## src/hw/rtl/tkr_pkg.sv

```systemverilog
// Package: shared types, constants and the rank compare for the ranked table.
package tkr_pkg;

    localparam int DEPTH_DEF = 8;
    localparam int TAG_W     = 32;
    localparam int SCORE_W   = 32;
    localparam int DUR_W     = 32;
    localparam int RANK_W    = 3;
    localparam int COUNT_W   = 4;
    localparam int INDEX_W   = 3;

    typedef enum logic [0:0] {
        KIND_SUBMIT = 1'b0,
        KIND_READ   = 1'b1
    } kind_t;

    typedef struct packed {
        logic [TAG_W-1:0]   tag;
        logic [SCORE_W-1:0] score;
        logic [DUR_W-1:0]   duration;
    } entry_t;

    typedef struct packed {
        logic               accepted;
        logic [RANK_W-1:0]  placed_rank;
        logic [COUNT_W-1:0] entry_count;
        logic               entry_valid;
        entry_t             entry;
    } result_t;

    // cand ranks strictly ahead of e: higher score, or equal score and shorter duration
    function automatic logic ranks_ahead(entry_t cand, entry_t e);
        return (cand.score > e.score) ||
               ((cand.score == e.score) && (cand.duration < e.duration));
    endfunction

endpackage

```

## src/hw/rtl/tkr_ram.sv

```systemverilog
// Generic simple dual-port RAM: one write port, one registered read port.
module tkr_ram #(
    parameter int WIDTH = 8,
    parameter int DEPTH = 8
) (
    input  logic                     clk,
    input  logic                     we,
    input  logic [$clog2(DEPTH)-1:0] waddr,
    input  logic [WIDTH-1:0]         wdata,
    input  logic [$clog2(DEPTH)-1:0] raddr,
    output logic [WIDTH-1:0]         rdata
);

    logic [WIDTH-1:0] mem [DEPTH];
    logic [WIDTH-1:0] rdata_reg;

    always_ff @(posedge clk)
    begin
        if (we)
        begin
            mem[waddr] <= wdata;
        end
        rdata_reg <= mem[raddr];
    end

    assign rdata = rdata_reg;

endmodule

```

## src/hw/rtl/tkr_ctrl.sv

```systemverilog
// Sequencer: scans the table bottom-up, shifts entries down and writes the new one.
module tkr_ctrl #(
    parameter int DEPTH = tkr_pkg::DEPTH_DEF
) (
    input  logic                          clk,
    input  logic                          rst_n,
    input  logic                          start,
    output logic                          busy,
    input  logic                          kind,
    input  logic [tkr_pkg::TAG_W-1:0]     player_tag,
    input  logic [tkr_pkg::SCORE_W-1:0]   score,
    input  logic [tkr_pkg::DUR_W-1:0]     duration,
    input  logic [tkr_pkg::INDEX_W-1:0]   read_index,
    output logic                          mem_we,
    output logic [$clog2(DEPTH)-1:0]      mem_waddr,
    output tkr_pkg::entry_t               mem_wdata,
    output logic [$clog2(DEPTH)-1:0]      mem_raddr,
    input  tkr_pkg::entry_t               mem_rdata,
    output logic                          done,
    output tkr_pkg::result_t              result
);

    localparam int AW = $clog2(DEPTH);
    localparam int CW = $clog2(DEPTH + 1);

    typedef enum logic [4:0] {
        ST_IDLE    = 5'b00001,
        ST_CHKFULL = 5'b00010,
        ST_SCAN    = 5'b00100,
        ST_PLACE   = 5'b01000,
        ST_RDOUT   = 5'b10000
    } state_t;

    state_t           state_reg,  state_next;
    logic [CW-1:0]    count_reg,  count_next;
    logic [AW-1:0]    k_reg,      k_next;
    tkr_pkg::entry_t  item_reg,   item_next;
    logic             valid_reg,  valid_next;
    logic             done_reg,   done_next;
    tkr_pkg::result_t res_reg,    res_next;

    tkr_pkg::entry_t  in_entry;
    logic             is_full;
    logic [CW-1:0]    count_after;
    logic [AW-1:0]    wpos;

    assign in_entry    = '{tag: player_tag, score: score, duration: duration};
    assign is_full     = (count_reg == CW'(DEPTH));
    assign count_after = is_full ? count_reg : count_reg + CW'(1);
    assign wpos        = k_reg + AW'(1);

    always_comb
    begin
        state_next = state_reg;
        count_next = count_reg;
        k_next     = k_reg;
        item_next  = item_reg;
        valid_next = valid_reg;
        done_next  = 1'b0;
        res_next   = res_reg;
        mem_we     = 1'b0;
        mem_waddr  = '0;
        mem_wdata  = item_reg;
        mem_raddr  = '0;

        case (state_reg)
            ST_IDLE:
            begin
                if (start)
                begin
                    if (kind == tkr_pkg::KIND_READ)
                    begin
                        valid_next = (32'(read_index) < 32'(count_reg));
                        mem_raddr  = AW'(read_index);
                        state_next = ST_RDOUT;
                    end
                    else
                    begin
                        item_next = in_entry;
                        if (count_reg == '0)
                        begin
                            mem_we     = 1'b1;
                            mem_waddr  = '0;
                            mem_wdata  = in_entry;
                            count_next = CW'(1);
                            res_next   = '{accepted: 1'b1, placed_rank: '0,
                                           entry_count: tkr_pkg::COUNT_W'(1),
                                           entry_valid: 1'b0, entry: '0};
                            done_next  = 1'b1;
                        end
                        else if (is_full)
                        begin
                            mem_raddr  = AW'(DEPTH - 1);
                            state_next = ST_CHKFULL;
                        end
                        else
                        begin
                            mem_raddr  = AW'(count_reg - CW'(1));
                            k_next     = AW'(count_reg - CW'(1));
                            state_next = ST_SCAN;
                        end
                    end
                end
            end

            ST_CHKFULL:
            begin
                if (item_reg.score > mem_rdata.score)
                begin
                    mem_raddr  = AW'(DEPTH - 2);
                    k_next     = AW'(DEPTH - 2);
                    state_next = ST_SCAN;
                end
                else
                begin
                    res_next   = '{accepted: 1'b0, placed_rank: '0,
                                   entry_count: tkr_pkg::COUNT_W'(count_reg),
                                   entry_valid: 1'b0, entry: '0};
                    done_next  = 1'b1;
                    state_next = ST_IDLE;
                end
            end

            ST_SCAN:
            begin
                mem_we    = 1'b1;
                mem_waddr = wpos;
                if (tkr_pkg::ranks_ahead(item_reg, mem_rdata))
                begin
                    mem_wdata = mem_rdata;
                    if (k_reg == '0)
                    begin
                        state_next = ST_PLACE;
                    end
                    else
                    begin
                        mem_raddr = k_reg - AW'(1);
                        k_next    = k_reg - AW'(1);
                    end
                end
                else
                begin
                    mem_wdata  = item_reg;
                    count_next = count_after;
                    res_next   = '{accepted: 1'b1,
                                   placed_rank: tkr_pkg::RANK_W'(wpos),
                                   entry_count: tkr_pkg::COUNT_W'(count_after),
                                   entry_valid: 1'b0, entry: '0};
                    done_next  = 1'b1;
                    state_next = ST_IDLE;
                end
            end

            ST_PLACE:
            begin
                mem_we     = 1'b1;
                mem_waddr  = '0;
                mem_wdata  = item_reg;
                count_next = count_after;
                res_next   = '{accepted: 1'b1, placed_rank: '0,
                               entry_count: tkr_pkg::COUNT_W'(count_after),
                               entry_valid: 1'b0, entry: '0};
                done_next  = 1'b1;
                state_next = ST_IDLE;
            end

            ST_RDOUT:
            begin
                res_next   = '{accepted: 1'b0, placed_rank: '0,
                               entry_count: tkr_pkg::COUNT_W'(count_reg),
                               entry_valid: valid_reg,
                               entry: valid_reg ? mem_rdata : '0};
                done_next  = 1'b1;
                state_next = ST_IDLE;
            end

            default:
            begin
                state_next = ST_IDLE;
            end
        endcase
    end

    always_ff @(posedge clk or negedge rst_n)
    begin
        if (!rst_n)
        begin
            state_reg <= ST_IDLE;
            count_reg <= '0;
            done_reg  <= 1'b0;
        end
        else
        begin
            state_reg <= state_next;
            count_reg <= count_next;
            done_reg  <= done_next;
        end
    end

    always_ff @(posedge clk)
    begin
        k_reg     <= k_next;
        item_reg  <= item_next;
        valid_reg <= valid_next;
        res_reg   <= res_next;
    end

    assign busy   = (state_reg != ST_IDLE);
    assign done   = done_reg;
    assign result = res_reg;

endmodule

```

## src/hw/rtl/top_k_ranked_table_core.sv

```systemverilog
// Top level of the ranked table: up to DEPTH (tag, score, duration) entries.
//
// Command channel: an item transfers on a rising edge with start high and busy low.
// kind selects submit (insert in rank order) or read (entry at read_index and count).
// Result channel: done is high for one cycle with the result fields; the receiver
// cannot stall, so every result must be taken in that cycle.
// Entries live in one RAM with a registered read; the sequencer walks the
// table from the last held entry upward, one entry per cycle, moving each entry
// that ranks behind the submit down by one slot.
// A submit into an empty table is written straight to slot zero; on a full
// table it is dropped unless its score is higher than that of the last entry,
// so an equal score is dropped whatever its duration.
// busy is low again in the cycle done is shown, so the next transfer may overlap it.
// Reset empties the table (count zero) and returns the sequencer to idle; no
// clearing pass is needed since only entries below the count are ever read.
module top_k_ranked_table_core #(
    parameter int DEPTH = tkr_pkg::DEPTH_DEF
) (
    input  logic                         clk,
    input  logic                         rst_n,
    input  logic                         start,
    output logic                         busy,
    input  logic                         kind,
    input  logic [tkr_pkg::TAG_W-1:0]    player_tag,
    input  logic [tkr_pkg::SCORE_W-1:0]  score,
    input  logic [tkr_pkg::DUR_W-1:0]    duration,
    input  logic [tkr_pkg::INDEX_W-1:0]  read_index,
    output logic                         done,
    output logic                         accepted,
    output logic [tkr_pkg::RANK_W-1:0]   placed_rank,
    output logic [tkr_pkg::COUNT_W-1:0]  entry_count,
    output logic                         entry_valid,
    output logic [tkr_pkg::TAG_W-1:0]    entry_tag,
    output logic [tkr_pkg::SCORE_W-1:0]  entry_score,
    output logic [tkr_pkg::DUR_W-1:0]    entry_duration
);

    localparam int AW = $clog2(DEPTH);

    logic             mem_we;
    logic [AW-1:0]    mem_waddr;
    tkr_pkg::entry_t  mem_wdata;
    logic [AW-1:0]    mem_raddr;
    tkr_pkg::entry_t  mem_rdata;
    tkr_pkg::result_t result;

    tkr_ram #(
        .WIDTH ($bits(tkr_pkg::entry_t)),
        .DEPTH (DEPTH)
    ) u_ram (
        .clk   (clk),
        .we    (mem_we),
        .waddr (mem_waddr),
        .wdata (mem_wdata),
        .raddr (mem_raddr),
        .rdata (mem_rdata)
    );

    tkr_ctrl #(
        .DEPTH (DEPTH)
    ) u_ctrl (
        .clk        (clk),
        .rst_n      (rst_n),
        .start      (start),
        .busy       (busy),
        .kind       (kind),
        .player_tag (player_tag),
        .score      (score),
        .duration   (duration),
        .read_index (read_index),
        .mem_we     (mem_we),
        .mem_waddr  (mem_waddr),
        .mem_wdata  (mem_wdata),
        .mem_raddr  (mem_raddr),
        .mem_rdata  (mem_rdata),
        .done       (done),
        .result     (result)
    );

    assign accepted       = result.accepted;
    assign placed_rank    = result.placed_rank;
    assign entry_count    = result.entry_count;
    assign entry_valid    = result.entry_valid;
    assign entry_tag      = result.entry.tag;
    assign entry_score    = result.entry.score;
    assign entry_duration = result.entry.duration;

endmodule

```

## config.mk

```make
export PLATFORM = sky130hd
export DESIGN_NAME = top_k_ranked_table_core
export DESIGN_NICKNAME = d
export VERILOG_FILES = /design/src/hw/rtl/tkr_pkg.sv /design/src/hw/rtl/tkr_ram.sv /design/src/hw/rtl/tkr_ctrl.sv /design/src/hw/rtl/top_k_ranked_table_core.sv
export SDC_FILE = /design/constraint.sdc
export NUM_CORES = 1
export LEC_CHECK = 0
export BUFFER_PORTS_ARGS = -buffer_cell sky130_fd_sc_hd__buf_2
export CORE_ASPECT_RATIO = 1.4
export CORE_MARGIN = 2
export CORE_UTILIZATION = 65
export DETAILED_ROUTE_END_ITERATION = 16
export PLACE_DENSITY_LB_ADDON = 0.15
export SKIP_CTS_REPAIR_TIMING = 1
export SLEW_MARGIN = 25
export SYNTH_ARGS = -nofsm -noshare
export SYNTH_HDL_FRONTEND = slang
export SYNTH_SLANG_ARGS = --single-unit
```

## constraint.sdc

```tcl
create_clock -name clk -period 32.7 [get_ports clk]
set_input_delay 1.635 -clock clk [delete_from_list [all_inputs] [get_ports clk]]
set_output_delay 1.635 -clock clk [all_outputs]
set_load 0.005 [all_outputs]
```

==> impl_results.md, run 1 <==
- Worst Hold Class: reg2reg
- Die X-Extent: 222.9 um
- Xor-xnor portion of the synthesized cell area: 0.1407%
- Worst rel slew slack: 26.64%
- EDFF count, synth: 973
- Reg2Reg Depth: 12
- RSZ-0062 raised after global routing: false
- Reg2reg setup slack: 27100 ps
- Inst Count DP: 4201
- Die H: 310.4 um
- Post-synth ARST share: 0.9268%
- FF-to-FF Start: u_ram.rdata[59]$_DFF_P_
- Area Overhead vs Synth: 11.12%
- Int Power: 2.695 mW
- WP data required: 33300 ps
- Syn Nets: 3512
- Mux cell area share after synthesis: 0%
- Vias in the first global route: 30190
- Min Tclk post-route: 5598 ps
- Top reg by flops: u_ram.mem
- Die ar.: 69170 um^2
- Fin. Hold Viols: 0
- Vias/cell: 6.916
- Status: finished clean
- Adder-Cell Fraction of Synth Area: 2.067%
- Psw: 1.237 mW
- Comb power frac: 23.0%
- Layout Cells excl Fill: 4384
- Worst-path fanout max: 73
- Setup violations, final: 0
- First-pass GRT wire length: 177.5 mm
- Pin count of the biggest net entering global routing: 152
- Min-delay src: u_ram.rdata[90]$_DFF_P_
- Clk_skew: 30.41 ps
- Mean Syn Cell Area: 13.06 um^2
- Clock transition at path regs: 60 ps
- Final period utilization: 17.12%
- Mapped cell area: 43580 um^2
- Bufs on Longest Clock Path: 3
- Hold Path Stages: 1
- Core ar.: 66560 um^2
- Largest family of logic cells by synthesized area: compound AO/OA/AOI/OAI gates
- Seq cells post-synth: 1079
- CTS Root Cell: clkbuf_16
- Wirelength per Cell: 27.14 um
- Clk_lat worst skew: 680 ps
- RR Endpoint: u_ram.rdata[41]$_DFF_P_
- ANT nets after route: 0
- Max Cap Viol: 0
- Vias: 30320
- Mapped Cells: 3337
- Cell Rows: 112
- Antenna violations before repair: 8
- Starting density of the core: 65.48%
- Clk pwr share: 28.7%
- Complex-gate fraction of the synthesized area: 11.98%
- Number of port buffers: 209
- Fillers: 4257
- Power density over cell area: 81.19 nW/um^2
- Hold Path Sink: u_ctrl.result[90]$_DFFE_PP_
- Post-synth top area cell: edfxtp_1
- Maximum clock frequency: 178.6 MHz
- CP startpoint kind: flop
- Largest register FFs: 768
- Routed WL: 119.0 mm
- Crit. End Element: flop
- Inserted Clock Buffers: 97
- 1st-iter DRT viols: 4066
- GRT Resource Usage Total: 34.25%
- Hold WS: 544.4 ps
- CTS Sinks: 1079
- Worst ir drop on vdd: 0.05985 mV
- Worst-Margin Slew: 1100 ps
- Area contributors post-synth: edfxtp_1 (67%), a21oi_1 (4.7%), nand3_1 (4.5%)
- Area share of the largest cell type after synthesis: 67.04%
- Most used DFF post-synth: edfxtp_1
- Simple-gate share of the synthesized area: 10.63%
- Top Ports: 210
- Setup_tns: 0 ps
- Seq/Total Area, Yosys: 72.02%
- Fraction of layout cells with a size suffix above 1: 12.86%
- Arrival time of the worst setup path: 6200 ps
- Gpl congestion: 0.8447
- Total power draw: 3.932 mW
- CTS tree: yes
- Htree depth: 3
- # diodes: 0
- Switching Fraction: 31.45%
- Post-synth cell types: 63
- Fin nets: 3621
- Leakage: 17.34 nW
- Final max-slew violation count: 0
- Post-route DRC: 0
- Yosys warnings: 0
- DP Wirelength: 62.28 mm
- Seq pwr share: 48.3%
- GRT overflow: 0
- Type of the worst setup path: reg2reg
- DRT Pass-1 Iters: 6
==> power by group through the flow <==
stage,logic (mW),registers [mW],clock network (mW)
2_1_floorplan,0.568,1.91,0
6_report,0.904,1.90,1.13
3_5_place_dp,0.884,1.92,0
4_1_cts,0.890,1.90,1.13
5_1_grt,0.979,1.92,1.18
3_3_place_gp,0.843,1.92,0
==> per-layer routing <==
metal / global-route usage, % / up-vias / part of all wire [%]
met5: 0 / - / 0.086
met4: 17.57 / 16 / 4.6
met3: 6.459 / 399 / 11
met2: 57.56 / 2190 / 49
met1: 42.95 / 14900 / 35
li1: - / 12820 / -
==> through the flow <==
step,setup WS [ps],util [%],cell area (um^2)
final,27100,72.76,48430
after global routing,26890,72.76,48430
after CTS,27210,72.69,48390
after detailed placement,27320,67.95,45230
after global placement,27360,67.91,45200
after floorplan,21910,-,43580
==> how the worst max path moves through the flow <==
stage | startpoint | end | cells after the start
finish | u_ram.rdata[59]$_DFF_P_ | u_ram.rdata[41]$_DFF_P_ | 12
global route | u_ram.rdata[59]$_DFF_P_ | u_ram.rdata[7]$_DFF_P_ | 12
floorplan | u_ctrl.k_reg[0]$_DFFE_PP_ | u_ram.mem[1][0]$_DFFE_PP_ | 3
global placement | kind | u_ram.rdata[58]$_DFF_P_ | 7
CTS | u_ram.rdata[59]$_DFF_P_ | u_ram.rdata[41]$_DFF_P_ | 13
detailed placement | u_ram.rdata[59]$_DFF_P_ | u_ram.rdata[39]$_DFF_P_ | 11
==> synth_stat cells, types with 20 or more instances <==
master	count
nand2_1	223
edfxtp_1	973
a22oi_1	96
nand3_1	390
clkbuf_1	198
a21oi_1	413
ha_1	72
o21ai_0	384
or4_1	95
and2_1	100
nor2_1	25
buf_2	20
dfxtp_1	96
inv_1	76
==> logic make-up (layout without fill, tap and decap cells) <==
kind of cell	after synthesis	after routing
simple gates	896	896
fa+ha+maj	72	72
flops	1079	1079
xor+xnor	7	7
buf+inv	331	523
compound gates	952	952
==> cells in the final DEF, fill, tap and decap left out, types with 5 or more instances in the layout <==
cell type   count
dfxtp_1        96
clkbuf_16      98
bufinv_16       5
ha_1           72
and3_1          8
nor3_1          7
clkinvlp_4      5
edfxtp_1      973
clkinv_1        8
buf_6           5
and2_1         99
dfrtp_1         9
o31ai_1         5
a22oi_1        96
or4_1          95
inv_1          76
buf_2         209
nand2b_1        5
a21oi_1       411
nand3_1       390
o21a_1          5
clkbuf_8       15
nand2_1       222
nor3_2          7
nand4_1        12
clkbuf_1       27
o21ai_1        12
nor2_1         21
o21ai_0       384
buf_4          48
clkinv_2       15
xor2_1          5
==> worst max-delay path, cell delays in order (launching register included) <==
cell and delay [ps]:
dfxtp_1 440, inv_1 70, ha_1 320, nand4_1 180
nor4_2 560, nand2_2 220, a22oi_4 580, a21o_4 670
buf_4 950, buf_4 840, nand3_1 160, a21oi_1 220
or4_1 170
==> layout make-up <==
| type | count | area, um^2 | area share [%] |
|---|---|---|---|
| Clock buffer | 140 | 2760 | 5.699 |
| Timing Repair Buffer | 265 | 1530 | 3.160 |
| Tap cell | 855 | 1070 | 2.209 |
| Inverter | 76 | 285.3 | 0.5890 |
| Clock inverter | 42 | 394.1 | 0.8138 |
| Sequential cell | 1079 | 31390 | 64.82 |
| Multi-Input combinational cell | 1927 | 11000 | 22.71 |
Note: power is estimated with default switching activity, not from simulation.
==> run 2: changes to the inputs <==
--- a/config.mk
+++ b/config.mk
@@ -5,10 +5,11 @@
 export SDC_FILE = /design/constraint.sdc
 export NUM_CORES = 1
 export LEC_CHECK = 0
+export ABC_AREA = 1
 export BUFFER_PORTS_ARGS = -buffer_cell sky130_fd_sc_hd__buf_2
 export CORE_ASPECT_RATIO = 1.4
 export CORE_MARGIN = 2
-export CORE_UTILIZATION = 65
+export CORE_UTILIZATION = 56
 export DETAILED_ROUTE_END_ITERATION = 16
 export PLACE_DENSITY_LB_ADDON = 0.15
 export SKIP_CTS_REPAIR_TIMING = 1
==> constraint.sdc (replaced) <==
create_clock -name clk -period 5 [get_ports clk]
set_input_delay 0.25 -clock clk [delete_from_list [all_inputs] [get_ports clk]]
set_output_delay 0.25 -clock clk [all_outputs]
set_load 0.005 [all_outputs]
==> run 2 against run 1 <==
Net effect: clock skew down 3.9 ps; global-route usage down 6.9 points; die area up 28%; via count up 8.1%; fmax up 33%; highest routed layer unchanged.
==> impl_results.md, run 2 <==
- Adder-Cell Fraction of Synth Area: 1.875% (-0.19 points)
- Setup violations, final: 0 (unchanged)
- Status: finished clean
- Worst rel slew slack: 36.01% (+9.4 points)
- Die ar.: 88210 um^2 (+28%)
- Fraction of layout cells with a size suffix above 1: 12.09% (-0.78 points)
- Gpl congestion: 0.8453 (about the same)
- Mux cell area share after synthesis: 0% (unchanged)
- RSZ-0062 raised after global routing: false
- Syn Nets: 4742 (+35%)
- Fillers: 6593 (+55%)
- Inserted Clock Buffers: 103 (+6.2%)
- Area contributors post-synth: edfxtp_1 (61%), nand2_1 (8.2%), inv_1 (7.1%)
- CTS Root Cell: clkbuf_16
- GRT Resource Usage Total: 27.34% (-6.9 points)
- Maximum clock frequency: 236.9 MHz (+33%)
- DRT Pass-1 Iters: 5 (-1)
- Top Ports: 210 (unchanged)
- CP delay by family, top: simple AND/OR/NAND/NOR gates
- Commonest non-fill, non-tap cells in the layout: nand2_1 (1045), edfxtp_1 (973), inv_1 (903)
- Slowest cell on crit path: inv_8
- CP startpoint kind: flop
- Die X-Extent: 251.6 um (+13%)
- Vias in the first global route: 31570 (+4.6%)
- Xor-xnor portion of the synthesized cell area: 0.05467% (-0.086 points)
- Post-synth ARST share: 0.9268% (unchanged)
- Crit path cell chain: ha_1 > nand2_1 > nor2_1 > nand2_1 > nor2_1 > nand4_1 > nand2_1 > nand2_2 > nand3_1 > nand2_8 > inv_8 > buf_4 > nand3_2 > nand2_1 > nand2_1 > nand2_1
- Crit path largest cell delay: 600 ps (-350 ps)
- Max Cap Viol: 0 (unchanged)
- Bufs on Longest Clock Path: 3 (unchanged)
- EDFF count, synth: 973 (unchanged)
- Comb power frac: 30.9% (+7.9 points)
- Fin. Hold Viols: 0 (unchanged)
- Area share of the largest cell type after synthesis: 60.80% (-6.2 points)
- Int Power: 20.75 mW (+670%)
- Clk_skew: 26.50 ps (-3.902 ps)
- Switching Fraction: 34.25% (+2.8 points)
- GRT overflow: 0 (unchanged)
- DP Wirelength: 67.65 mm (+8.6%)
- Worst ir drop on vdd: 0.5277 mV (+780%)
- Hold WS: 88.59 ps (-455.8 ps)
- Final period utilization: 84.43% (+67 points)
- Most used DFF post-synth: edfxtp_1
- Crit. End Element: flop
- Design Area, Final: 54790 um^2 (+13%)
- Vias: 32790 (+8.1%)
- CTS Sinks: 1079 (unchanged)
- Type of the worst setup path: reg2reg
- Top reg by flops: u_ram.mem
- Most used cell along the critical path: nand2_1
- Min Tclk post-route: 4221 ps (-1377 ps)
- Clk pwr share: 25.8% (-2.9 points)
- Leakage: 24.15 nW (+39%)
- Placed inst area: 50210 um^2 (+11%)
- WP data required: 5620 ps (-27680 ps)
- Largest family of logic cells by synthesized area: simple AND/OR/NAND/NOR gates
- Bufs and invs on worst path: 2 (-1)
- Clk_lat worst skew: 680 ps (about the same)
- Number of port buffers: 209 (unchanged)
- Pre-CTS WS: 741.6 ps (-26580 ps)
- Vias/cell: 5.460 (-21%)
- ANT nets after route: 0 (unchanged)
- Starting density of the core: 56.32% (-9.2 points)
- Worst-path fanout max: 68 (-6.8%)
- Post-route worst setup slack: 778.6 ps (-26320 ps)
- Post-route DRC: 0 (unchanged)
- CTS tree: yes
- Critical path origin: u_ctrl.item_reg[55]$_DFFE_PP_
- Fin nets: 4990 (+38%)
- FF-to-FF Start: u_ctrl.item_reg[55]$_DFFE_PP_
- Routed WL: 120.3 mm (+1.1%)
- Post-synth cell types: 46 (-27%)
- Antenna violations before repair: 10 (+2)
- Pin count of the biggest net entering global routing: 143 (-5.9%)
- Commonest non-fill, non-tap cell in the layout: nand2_1
- Worst-Margin Slew: 957.6 ps (-142.8 ps)
- Arrival time of the worst setup path: 4840 ps (-1360 ps)
- Mapped cell area: 48060 um^2 (+10%)
- Die H: 350.6 um (+13%)
- Clock transition at path regs: 70 ps (about the same)
- Psw: 10.81 mW (+770%)
- Final max-slew violation count: 0 (unchanged)
- Cell Rows: 127 (+13%)
- Seq/Total Area, Yosys: 65.32% (-6.7 points)
- 1st-iter DRT viols: 2380 (-41%)
- Core ar.: 85330 um^2 (+28%)
- Complex-gate fraction of the synthesized area: 3.759% (-8.2 points)
- Power density over cell area: 576.1 nW/um^2 (+610%)
- Post-synth top area cell: edfxtp_1
- Largest register FFs: 768 (unchanged)
- Most frequent cell after synthesis: nand2_1
- Min-delay src: read_index[2]
- Commonest cells post-synth: nand2_1 (1047), edfxtp_1 (973), inv_1 (904), nand3_1 (670), nor2_1 (141)
- Seq pwr share: 43.2% (-5.1 points)
- Mapped Cells: 4567 (+37%)
- Yosys warnings: 0 (unchanged)
- Area Overhead vs Synth: 14.01%
- Htree depth: 3 (unchanged)
- Worst Hold Class: in2reg
- Wirelength per Cell: 20.03 um (-26%)
- Seq cells post-synth: 1079 (unchanged)
- Mean Syn Cell Area: 10.52 um^2 (-19%)
- First-pass GRT wire length: 183.2 mm (+3.2%)
- Simple-gate share of the synthesized area: 19.06% (+8.4 points)
run 2: cell types whose count changed after synthesis, moves of 108 or more:
cell,previous run,this run
a21oi_1,413,33
nand3_2,0,108
inv_1,76,904
nor2_1,25,141
nand2_1,223,1047
nand3_1,390,670
o21ai_0,384,21
run 2: final timing paths:
kind / to / slack, ps / cells past startpoint
min in group asynchronous: u_ctrl.count_reg[1]$_DFFE_PN0P_ / 530 / 3
worst max register to register: u_ram.rdata[80]$_DFF_P_ / 780 / 16
worst max-delay path: u_ram.rdata[80]$_DFF_P_ / 780 / 16
worst min register to register: u_ctrl.count_reg[3]$_DFFE_PN0P_ / 510 / 2
max in group asynchronous: u_ctrl.count_reg[2]$_DFFE_PN0P_ / 3580 / 4
worst min-delay path: u_ctrl.valid_reg$_DFFE_PP_ / 90 / 3
run 2: cell families after synthesis:
| kind of cell | after synthesis |
|---|---|
| DFF | 1079 |
| and+or+nand+nor | 1998 |
| xor gates and xnor gates | 3 |
| buffers and inverters | 1158 |
| AOI/OAI and AO/OA | 257 |
| adders and majority gates | 72 |
run 2: metal layers:
metal	track usage [%]	vias to the layer above	share of wire [%]
li1	-	15510	-
met5	0	-	0.083
met1	36.15	15840	41
met3	3.709	229	7.3
met2	46.25	1199	49
met4	10.26	16	2.9
run 2: final cells by class:
type | instances | area [um^2] | area share (%)
Tap cell | 1096 | 1371 | 2.503
Inverter | 920 | 3468 | 6.330
Multi-Input combinational cell | 2330 | 12020 | 21.94
Sequential cell | 1079 | 31390 | 57.29
Antenna cell | 5 | 12.51 | 0.02284
Clock buffer | 142 | 2908 | 5.307
Clock inverter | 53 | 640.6 | 1.169
Timing Repair Buffer | 381 | 2980 | 5.439
run 2: stage by stage:
step	utilization [%]	power, mW	TNS (ps)	std cells
finish	64.21	31.56	0	6006
global route	64.20	33.27	0	6002
CTS	63.00	31.63	0	5899
detailed placement	58.84	23.51	0	5704
global placement	58.84	23.34	0	5704
floorplan	-	20.17	-424750	4567
run 2: tightest hold or removal path: stages:
cell and delay, ps:
buf_2 120, ha_1 140, o21ai_0 70
run 2: power by group through the flow:
stage	Combinational, mW	Sequential, mW	Clock, mW
2_1_floorplan	6.37	13.8	0
3_3_place_gp	9.54	13.8	0
3_5_place_dp	9.70	13.8	0
4_1_cts	9.74	13.6	8.24
5_1_grt	10.9	13.8	8.60
6_report	9.77	13.6	8.15
